File: config.mk
export PLATFORM = sky130hd
export DESIGN_NAME = dds_tuning_programmer_manchester
export DESIGN_NICKNAME = d
export VERILOG_FILES = /design/src/sv/dtp_pkg.sv /design/src/sv/dds_tuning_programmer_manchester.sv
export VERILOG_INCLUDE_DIRS = /design/src /design/src/sv
export SDC_FILE = /design/constraint.sdc
export NUM_CORES = 2
export LEC_CHECK = 0
export BUFFER_PORTS_ARGS = -buffer_cell sky130_fd_sc_hd__buf_2
export CELL_PAD_IN_SITES_DETAIL_PLACEMENT = 1
export CELL_PAD_IN_SITES_GLOBAL_PLACEMENT = 2
export CORE_ASPECT_RATIO = 1.25
export CORE_MARGIN = 2
export CORE_UTILIZATION = 38
export CTS_CLUSTER_SIZE = 14
export DETAILED_ROUTE_END_ITERATION = 10
export GPL_ROUTABILITY_DRIVEN = 1
export GPL_TIMING_DRIVEN = 0
export PLACE_DENSITY = 0.84
export SLEW_MARGIN = 20
export SYNTH_ARGS = -nofsm -noshare
export SYNTH_HDL_FRONTEND = slang
export SYNTH_SLANG_ARGS = --single-unit
File: constraint.sdc
create_clock -name clk -period 7.2 [get_ports clk]
set_clock_uncertainty 0.15 [all_clocks]
set_input_delay 1.44 -clock clk [delete_from_list [all_inputs] [get_ports clk]]
set_output_delay 1.44 -clock clk [all_outputs]
set_load 0.01 [all_outputs]
File: src/sv/assert_macros.svh
// ---------------------------------------------------------------------------
// Assertion macros
// Concurrent assertion helpers shared by the RTL.
// ---------------------------------------------------------------------------
`ifndef ASSERT_MACROS_SVH
`define ASSERT_MACROS_SVH
`ifndef ASSERT_OFF
`define ASSERT_IMPL(label, clk, rst, ante, cons) \
  label: assert property (@(posedge clk) disable iff (rst) (ante) |-> (cons)) \
    else $error("assertion failed");
`define ASSERT_NEXT(label, clk, rst, ante, cons) \
  label: assert property (@(posedge clk) disable iff (rst) (ante) |=> (cons)) \
    else $error("assertion failed");
`else
`define ASSERT_IMPL(label, clk, rst, ante, cons)
`define ASSERT_NEXT(label, clk, rst, ante, cons)
`endif
`endif

File: src/sv/dtp_pkg.sv
// ---------------------------------------------------------------------------
// dtp_pkg
// Types and constants of the tuning programmer.
// ---------------------------------------------------------------------------
`default_nettype none
package dtp_pkg;

  localparam int FREQ_W  = 20;
  localparam int SCALE_W = 32;
  localparam int PROD_W  = FREQ_W + SCALE_W;

  localparam logic [1:0] ACT_TICK    = 2'd0;
  localparam logic [1:0] ACT_BUTTON  = 2'd1;
  localparam logic [1:0] ACT_PROGRAM = 2'd2;

  localparam logic KIND_WORD  = 1'b0;
  localparam logic KIND_LINES = 1'b1;

  localparam logic [1:0] WAVE_SQUARE   = 2'd1;
  localparam logic [1:0] WAVE_TRIANGLE = 2'd2;

  localparam logic [1:0] REG_SCALE = 2'd0;
  localparam logic [1:0] REG_WAVE  = 2'd1;
  localparam logic [1:0] REG_BYTE  = 2'd2;

  localparam logic [15:0] CTRL_WORD     = 16'h2100;
  localparam logic [15:0] PHASE_WORD    = 16'hC000;
  localparam logic [1:0]  FREQ_TAG      = 2'b01;
  localparam logic [15:0] SINE_WORD     = 16'h2000;
  localparam logic [15:0] SQUARE_WORD   = 16'h2020;
  localparam logic [15:0] TRIANGLE_WORD = 16'h2002;

  localparam logic [31:0]       SCALE_RESET = 32'd960767921;
  localparam logic [7:0]        BYTE_RESET  = 8'hA6;
  localparam logic [7:0]        MASK_RESET  = 8'h80;
  localparam logic [FREQ_W-1:0] FREQ_RESET  = 20'd2000;

  localparam logic [FREQ_W-1:0] FREQ_LIM0  = 20'd10000;
  localparam logic [FREQ_W-1:0] FREQ_LIM1  = 20'd100000;
  localparam logic [FREQ_W-1:0] FREQ_LIM2  = 20'd1000000;
  localparam logic [FREQ_W-1:0] FREQ_STEP0 = 20'd1000;
  localparam logic [FREQ_W-1:0] FREQ_STEP1 = 20'd10000;
  localparam logic [FREQ_W-1:0] FREQ_STEP2 = 20'd100000;
  localparam logic [FREQ_W-1:0] FREQ_WRAP  = 20'd1000;

  localparam logic [2:0] WORD_LAST = 3'd4;

  typedef struct packed {
    logic              kind;
    logic [FREQ_W-1:0] freq;
    logic              data_lvl;
    logic              clock_lvl;
  } stage1_t;

  typedef struct packed {
    logic        kind;
    logic [13:0] lo;
    logic [13:0] hi;
    logic [15:0] wave_word;
    logic        data_lvl;
    logic        clock_lvl;
  } stage2_t;

endpackage
`default_nettype wire

File: src/sv/dds_tuning_programmer_manchester.sv
// ---------------------------------------------------------------------------
// dds_tuning_programmer_manchester
// Steps the synthesizer frequency, sends its five control words and drives
// a Manchester-coded burst line with its clock.
//
//  channel | signals                                   | direction
//  in      | in_valid in_ready action psk_pin          | sink
//  out     | out_valid out_ready result_kind ...       | source
//  cfg     | cfg_wr_en cfg_index cfg_data              | sink, write only
//
//  An item passes an input register (state updated on transfer) and a
//  result register after the tuning multiplier. A tick yields one result,
//  a button or program item five, one per cycle from the result register
//  while out is ready; a new item enters it as the last word is taken.
//  Ticks pass one per cycle unless out stalls; a stall holds the result
//  register and backpressures in. Synchronous rst resets all but s1/s2 data.
// ---------------------------------------------------------------------------
`default_nettype none
`include "assert_macros.svh"
module dds_tuning_programmer_manchester #(
  parameter int TUNING_BITS = 28
) (
  input  wire logic        clk,
  input  wire logic        rst,
  input  wire logic        in_valid,
  output logic             in_ready,
  input  wire logic [1:0]  action,
  input  wire logic        psk_pin,
  output logic             out_valid,
  input  wire logic        out_ready,
  output logic             result_kind,
  output logic [15:0]      serial_word,
  output logic             last_word,
  output logic             data_level,
  output logic             clock_level,
  input  wire logic        cfg_wr_en,
  input  wire logic [1:0]  cfg_index,
  input  wire logic [31:0] cfg_data
);

  logic [31:0] tuning_scale;
  logic [1:0]  wave_select;
  logic [7:0]  burst_byte;

  logic [dtp_pkg::FREQ_W-1:0] out_frequency, out_frequency_next;
  logic       burst_active, burst_active_next;
  logic [7:0] bit_mask, bit_mask_next;
  logic [1:0] half_count, half_count_next;
  logic       data_line, data_line_next;
  logic       clock_line, clock_line_next;

  dtp_pkg::stage1_t s1, s1_next;
  logic             s1_valid, s1_valid_next;
  dtp_pkg::stage2_t s2, s2_next;
  logic             s2_valid;
  logic [2:0]       word_idx;

  logic in_xfer, out_xfer, s2_free, s1_move, item_has_result, one;
  logic [1:0] hc_inc;
  logic [7:0] mask_shift;
  logic [dtp_pkg::PROD_W-1:0] prod, ftw;
  logic [27:0] ftw_sel;

  assign out_valid = s2_valid;
  assign out_xfer  = out_valid & out_ready;
  assign s2_free   = out_xfer & last_word;
  assign s1_move   = s1_valid & (~s2_valid | s2_free);
  assign in_ready  = ~s1_valid | s1_move;
  assign in_xfer   = in_valid & in_ready;

  always_ff @(posedge clk) begin
    if (rst) begin
      tuning_scale <= dtp_pkg::SCALE_RESET;
      wave_select  <= 2'd0;
      burst_byte   <= dtp_pkg::BYTE_RESET;
    end else if (cfg_wr_en) begin
      unique case (cfg_index)
        dtp_pkg::REG_SCALE: tuning_scale <= cfg_data;
        dtp_pkg::REG_WAVE:  wave_select  <= cfg_data[1:0];
        dtp_pkg::REG_BYTE:  burst_byte   <= cfg_data[7:0];
        default: ;
      endcase
    end
  end

  always_comb begin
    out_frequency_next = out_frequency;
    burst_active_next  = burst_active;
    bit_mask_next      = bit_mask;
    half_count_next    = half_count;
    data_line_next     = data_line;
    clock_line_next    = clock_line;
    item_has_result    = 1'b0;
    one                = |(burst_byte & bit_mask);
    hc_inc             = half_count + 2'd1;
    mask_shift         = bit_mask >> 1;
    case (action)
      dtp_pkg::ACT_TICK: begin
        item_has_result = 1'b1;
        clock_line_next = ~clock_line;
        if (burst_active) begin
          if (hc_inc == 2'd1) begin
            data_line_next  = one;
            half_count_next = hc_inc;
          end else begin
            data_line_next  = ~one;
            half_count_next = 2'd0;
            bit_mask_next   = mask_shift;
          end
          if (bit_mask_next == 8'd0) begin
            bit_mask_next     = dtp_pkg::MASK_RESET;
            burst_active_next = 1'b0;
            data_line_next    = 1'b0;
          end
        end
      end
      dtp_pkg::ACT_BUTTON: begin
        item_has_result = 1'b1;
        if (out_frequency < dtp_pkg::FREQ_LIM0)
          out_frequency_next = out_frequency + dtp_pkg::FREQ_STEP0;
        else if (out_frequency < dtp_pkg::FREQ_LIM1)
          out_frequency_next = out_frequency + dtp_pkg::FREQ_STEP1;
        else if (out_frequency < dtp_pkg::FREQ_LIM2)
          out_frequency_next = out_frequency + dtp_pkg::FREQ_STEP2;
        else
          out_frequency_next = dtp_pkg::FREQ_WRAP;
        if (!psk_pin) burst_active_next = 1'b1;
      end
      dtp_pkg::ACT_PROGRAM: item_has_result = 1'b1;
      default: ;
    endcase
    s1_next.kind      = (action == dtp_pkg::ACT_TICK) ? dtp_pkg::KIND_LINES
                                                      : dtp_pkg::KIND_WORD;
    s1_next.freq      = out_frequency_next;
    s1_next.data_lvl  = data_line_next;
    s1_next.clock_lvl = clock_line_next;
  end

  always_comb begin
    s1_valid_next = s1_valid;
    if (s1_move) s1_valid_next = 1'b0;
    if (in_xfer && item_has_result) s1_valid_next = 1'b1;
  end

  always_ff @(posedge clk) begin
    if (rst) begin
      out_frequency <= dtp_pkg::FREQ_RESET;
      burst_active  <= 1'b0;
      bit_mask      <= dtp_pkg::MASK_RESET;
      half_count    <= 2'd0;
      data_line     <= 1'b0;
      clock_line    <= 1'b0;
      s1_valid      <= 1'b0;
    end else begin
      s1_valid <= s1_valid_next;
      if (in_xfer) begin
        out_frequency <= out_frequency_next;
        burst_active  <= burst_active_next;
        bit_mask      <= bit_mask_next;
        half_count    <= half_count_next;
        data_line     <= data_line_next;
        clock_line    <= clock_line_next;
      end
    end
  end

  always_ff @(posedge clk) begin
    if (in_xfer && item_has_result) s1 <= s1_next;
  end

  // tuning word, doubled for square wave
  always_comb begin
    prod              = dtp_pkg::PROD_W'(s1.freq) * dtp_pkg::PROD_W'(tuning_scale);
    ftw               = prod >> TUNING_BITS;
    s2_next.kind      = s1.kind;
    s2_next.data_lvl  = s1.data_lvl;
    s2_next.clock_lvl = s1.clock_lvl;
    ftw_sel           = ftw[27:0];
    case (wave_select)
      dtp_pkg::WAVE_SQUARE: begin
        s2_next.wave_word = dtp_pkg::SQUARE_WORD;
        ftw_sel           = {ftw[26:0], 1'b0};
      end
      dtp_pkg::WAVE_TRIANGLE: s2_next.wave_word = dtp_pkg::TRIANGLE_WORD;
      default:                s2_next.wave_word = dtp_pkg::SINE_WORD;
    endcase
    s2_next.lo = ftw_sel[13:0];
    s2_next.hi = ftw_sel[27:14];
  end

  always_ff @(posedge clk) begin
    if (rst) begin
      s2_valid <= 1'b0;
      word_idx <= 3'd0;
    end else if (s1_move) begin
      s2_valid <= 1'b1;
      word_idx <= 3'd0;
    end else if (s2_free) begin
      s2_valid <= 1'b0;
    end else if (out_xfer) begin
      word_idx <= word_idx + 3'd1;
    end
  end

  always_ff @(posedge clk) begin
    if (s1_move) s2 <= s2_next;
  end

  always_comb begin
    serial_word = 16'd0;
    if (s2.kind == dtp_pkg::KIND_WORD) begin
      unique case (word_idx)
        3'd0:    serial_word = dtp_pkg::CTRL_WORD;
        3'd1:    serial_word = {dtp_pkg::FREQ_TAG, s2.lo};
        3'd2:    serial_word = {dtp_pkg::FREQ_TAG, s2.hi};
        3'd3:    serial_word = dtp_pkg::PHASE_WORD;
        default: serial_word = s2.wave_word;
      endcase
    end
  end

  assign result_kind = s2.kind;
  assign last_word   = (s2.kind == dtp_pkg::KIND_LINES) || (word_idx == dtp_pkg::WORD_LAST);
  assign data_level  = s2.data_lvl;
  assign clock_level = s2.clock_lvl;

  `ASSERT_IMPL(a_idle_burst, clk, rst, !burst_active,
               (bit_mask == dtp_pkg::MASK_RESET) && (half_count == 2'd0) && !data_line)
  `ASSERT_IMPL(a_tick_last, clk, rst, out_valid && (result_kind == dtp_pkg::KIND_LINES),
               last_word)
  `ASSERT_NEXT(a_words_continue, clk, rst, out_xfer && !last_word,
               out_valid && (result_kind == dtp_pkg::KIND_WORD))

endmodule
`default_nettype wire
# After elaboration in Yosys (flattened, before gate mapping)
# Cells that the tools add are included.
# classes
multipliers	1
reduce_logical	18
n_lt_le_gt_ge	3
muxes	28
n_bitwise	12
eq_ne	12
addsub	5
# ops
cell	n
$mux W20	4
$pmux W16 S4	1
$mul A20 B32 Y52	1
$mux W8	4
$mux W24	1
$add A20 B10 Y20 const B	1
$add A20 B14 Y20 const B	1
$add A20 B17 Y20 const B	1
$lt A20 B14 Y1 const B	1
$lt A20 B17 Y1 const B	1
$lt A20 B20 Y1 const B	1
$mux W16	1
$mux W1	14
$pmux W6 S2	1
$and A8 B8 Y8	1
$eq A2 B1 Y1 const B	4
$logic_not A8 Y1	1
$reduce_and A2 Y1	4
$reduce_or A8 Y1	1
$eq A2 B2 Y1 const B	3
$eq A3 B2 Y1 const B	2
$reduce_and A3 Y1	2
$reduce_bool A2 Y1	3
$not A1 Y1	5
15 further kinds	20
# word_totals
output_inout_bits	22
reg_bits	150
in_bits	42

# Depth between registers and ports, before layout
# depth
ltp_word	9
depth_mapped	25
ltp_nobuf	24

# Worst setup path before layout
# OpenSTA, ideal clock, no wires.
# synth_path
kind	register -> register
startpoint	register s1[7] (netlist name)
endpoint	register s2[21] (netlist name) (data pin)
stages_incl_launch_ff	22
required_ns	6.790
arrival_time_ns	6.517
setup_slack_ns	0.273
path_buffers	1
cell_sequence	edfxtp_1 -> clkbuf_1 -> nand2_1 -> fa_1 -> fa_1 -> fa_1 -> inv_1 -> fa_1 -> fa_1 -> fa_1 -> inv_1 -> fa_1 -> inv_1 -> ha_1 -> nand2_1 -> or3_1 -> a211o_1 -> a211oi_1 -> o21ai_1 -> a21oi_1 -> xor2_1 -> mux2_2
# synth_via
elab_chain_cells	2
# synth_rtl
item	line_no	source
start, declared	dds_tuning_programmer_manchester.sv:52	dtp_pkg::stage1_t s1, s1_next;
start signal, assigned	dds_tuning_programmer_manchester.sv:168	if (in_xfer && item_has_result) s1 <= s1_next;
$mul A20 B32 Y52	dds_tuning_programmer_manchester.sv:173	prod = dtp_pkg::PROD_W'(s1.freq) * dtp_pkg::PROD_W'(tuning_scale);
$mux W24	dds_tuning_programmer_manchester.sv:179	case (wave_select)
named net ftw_sel[17]	dds_tuning_programmer_manchester.sv:62	logic [27:0] ftw_sel;
end signal, assigned	dds_tuning_programmer_manchester.sv:206	if (s1_move) s2 <= s2_next;
end, declared	dds_tuning_programmer_manchester.sv:54	dtp_pkg::stage2_t s2, s2_next;
# The timed path passes the listed nets, and every way through them passes these cells.
# A chain may end at the register's enable or synchronous reset.

# Final worst setup path
# layout_path
startpoint	register tuning_scale[6]
endpoint	register s2[27] (netlist name) (data pin)
# layout_via
elab_chain_cells	2
# layout_rtl
item	line_no	source
start, declared	dds_tuning_programmer_manchester.sv:41	logic [31:0] tuning_scale;
start signal, assigned	dds_tuning_programmer_manchester.sv:73	tuning_scale <= dtp_pkg::SCALE_RESET;
start signal, assigned	dds_tuning_programmer_manchester.sv:78	dtp_pkg::REG_SCALE: tuning_scale <= cfg_data;
$mul A20 B32 Y52	dds_tuning_programmer_manchester.sv:173	
$mux W24	dds_tuning_programmer_manchester.sv:179	
named net ftw_sel[23]	dds_tuning_programmer_manchester.sv:62	
# The timed path passes the listed nets, and every way through them passes these cells.

==> impl_metrics.json <==
{
  "outcome": "complete, but fails checks",
  "violations": "setup timing",
  "cts_max_path_buffers": 2,
  "final_nets": 3974,
  "wl_met3_mm": 6.25,
  "root_buffer": "clkbuf_16",
  "crit_top_cell": "fa_1",
  "yosysWarnings": 0,
  "relSlewSlack": 0.349,
  "clock.fmax_ghz": 0.131,
  "ys_types": 70,
  "firstDrtPassIters": 5,
  "fin_crit_sh": 1.06,
  "grt_pass1_vias": 25487,
  "die_h_um": 301,
  "netlist.area_leader.share": 0.401,
  "dpl_cell_area_um2": 28300,
  "yosysSeqAreaShare": 0.119,
  "drt_wl_total_mm": 106,
  "drt_iter0_drc": 1452,
  "cts_buffers": 17,
  "setup_viol": 22,
  "core_um2": 69600,
  "drt-met1-wl_mm": 38.9,
  "die_w_um": 241,
  "synth_flop_cell": "dfxtp_1",
  "worst_slack_ns": -0.409,
  "grt_overflow_total": 0,
  "rsz0062_at_grt": "true",
  "hold_viol_final": 0,
  "area_growth_pct": 17.1,
  "layout-drive-gt1-share": 0.147,
  "crit_required_ns": 7.26,
  "startpoint_type": "flop",
  "track_usage": 0.298,
  "synth_top_area_cell": "fa_1",
  "initial_core_util": 0.384,
  "fin_area_um2": 31300,
  "row_count": 108,
  "worstSetupEndpointType": "flop",
  "postRouteAntennaNets": 0,
  "crit_family": "adder cells",
  "drv_cap": 0,
  "route.detailed.drc": 0,
  "met2_wirelength_mm": 52.8,
  "netlist_area_um2": 26700,
  "crit_path_cell_trace": "clkbuf_2, and2_1, fa_1, fa_1, fa_1, fa_1, fa_1, fa_2, inv_2, fa_1, inv_2, ha_4, nand2_4, or3_4, a211o_1, buf_4, a211o_4, a41o_4, o31ai_4, xnor2_2, mux2_4",
  "hpwl_mm": 83.4,
  "layout.cells.non_filler": 4176,
  "antenna_found_initial": 5,
  "portBuffers": 62,
  "vias": 22792,
  "grt_max_degree": 30,
  "cp_data_arrival_time_ns": 7.67,
  "cts_tree": "yes",
  "synthCells": 3056,
  "io_pins": 64,
  "dieArea_um2": 72500,
  "cts_sinks": 133,
  "synth.avg_cell_area_um2": 8.75,
  "max_stage_delay_ns": 0.66,
  "slowest_stage": "fa_2",
  "synth.net_count": 3805,
  "finalCriticalPeriod_ns": 7.61,
  "via_per_inst": 5.46,
  "clock_latency_ns": 0.46,
  "ys_top_cells_by_area": "fa_1, inv_1, ha_1",
  "dp.cells": 4055,
  "h-tree-depth": 4,
  "critPathMaxFanout": 10,
  "routabilityCongestion": 0.958,
  "synth_seq_cells": 133,
  "maxSlewViolCount": 0,
  "min_path_type": "reg2reg",
  "worst-path-buf-inv": 4,
  "synth_edf_count": 53,
  "synthArstFlopShare": 0,
  "grt_pass1_wl_mm": 157,
  "worstSetupPathType": "reg2reg",
  "worst_slew_pin_slew_ns": 0.977,
  "wl_per_cell_um": 25.4,
  "routed.top_layer": "met5",
  "cts.reportedPaths.clkPinSlew_ns": 0.07
}
-- Yosys cell counts (all sizes together), types with 11 or more instances --
| cell | count |
|---|---|
| and3 | 11 |
| nor2b | 11 |
| xnor2 | 18 |
| mux2i | 21 |
| dfxtp | 80 |
| a22oi | 17 |
| xor2 | 14 |
| o211ai | 13 |
| a31oi | 11 |
| a211oi | 18 |
| nand2 | 499 |
| and2 | 297 |
| inv | 598 |
| a21oi | 110 |
| clkbuf | 175 |
| ha | 172 |
| nand3 | 40 |
| nor2 | 104 |
| fa | 535 |
| edfxtp | 53 |
| o21ai | 47 |
| a21o | 25 |
| nor3 | 21 |
| nand4 | 13 |
-- cells in the final DEF, fill, tap and decap left out, drive strengths merged, types with 10 or more instances in the layout --
| master | netlist | final |
|---|---|---|
| inv | 598 | 608 |
| fa | 535 | 535 |
| nand2 | 499 | 499 |
| and2 | 297 | 297 |
| buf | 9 | 185 |
| ha | 172 | 172 |
| clkbuf | 175 | 168 |
| a21oi | 110 | 110 |
| nor2 | 104 | 104 |
| dfxtp | 80 | 80 |
| edfxtp | 53 | 53 |
| o21ai | 47 | 47 |
| nand3 | 40 | 40 |
| a21o | 25 | 25 |
| mux2i | 21 | 21 |
| nor3 | 21 | 21 |
| xnor2 | 18 | 18 |
| a211oi | 18 | 18 |
| a22oi | 17 | 17 |
| xor2 | 14 | 14 |
| o211ai | 13 | 13 |
| nand4 | 13 | 13 |
| a31oi | 11 | 11 |
| and3 | 11 | 11 |
| nor2b | 11 | 11 |
| o31ai | 10 | 10 |
-- path summary, 6_finish.rpt --
path,start,to,slack [ns],depth (start not counted)
max,tuning_scale[6]$_SDFFE_PP0P_,s2[27]$_DFFE_PP_,-0.41,21
min,s1[1]$_DFFE_PP_,data_level$_DFFE_PP_,0.30,0
max reg2reg,tuning_scale[6]$_SDFFE_PP0P_,s2[27]$_DFFE_PP_,-0.41,21
min reg2reg,s1[1]$_DFFE_PP_,data_level$_DFFE_PP_,0.30,0
-- registers in the layout, summed over array words and instances, names as in the netlist, 2 cells and up --
signal and cells:
word_idx 3, s2 27, out_frequency 20, half_count 2, s1 23, bit_mask 8, burst_byte 8, wave_select 2
tuning_scale 32
-- worst register-to-register path: cells and delay by family, from the launching register on --
kind | cells | cell delay [ns]
xor+xnor | 1 | 0.10
mux | 1 | 0.27
compound gates | 4 | 1.03
fa+ha+maj | 8 | 4.02
buf+inv | 4 | 0.63
simple gates | 3 | 0.64
flops | 1 | 0.51
-- layer usage --
metal,track usage,up-vias
li1,-,9690
met1,0.350,11930
met2,0.509,832
met3,0.0387,336
met4,0.197,4
met5,0,-
-- per-stage QoR --
stage / hold WS, ns / worst slack, ns / setup TNS [ns] / util
floorplan: 0.250 / 0.273 / 0 / -
global placement: 0.256 / -1.61 / -29.58 / 0.405
detailed placement: 0.288 / -1.72 / -31.20 / 0.406
CTS: 0.306 / -0.146 / -1.07 / 0.444
global route: 0.304 / -0.459 / -7.84 / 0.450
finish: 0.299 / -0.409 / -6.31 / 0.450
-- area by class of cell --
class	instances	area, um^2
buffer	180	1410
inverter	598	2240
antenna	3	7.51
timing repair buffer	154	1180
clock inverter	13	155
fill	8079	38300
multi-input combinational	2141	21500
tap	935	1170
clock buffer	19	454
sequential	133	3190
-- cell families after synthesis --
kind of cell,after synthesis,share of synthesized area
simple gates,1038,0.185
flops,133,0.119
fa+ha+maj,707,0.481
xor+xnor,32,0.0105
buf+inv,782,0.110
compound gates,336,0.0835
mux,28,0.0108
-- what timing repair did --
action,CTS,global route
resized for setup,379,110
hold buffers,0,0
pin swaps,71,63
cloned,6,0
setup buffers,66,22
endpoints found under the setup margin,25,25
Power is left out: the tool's default activity adds up to more than one toggle a clock period on the data nets, which glitch-free logic cannot reach.
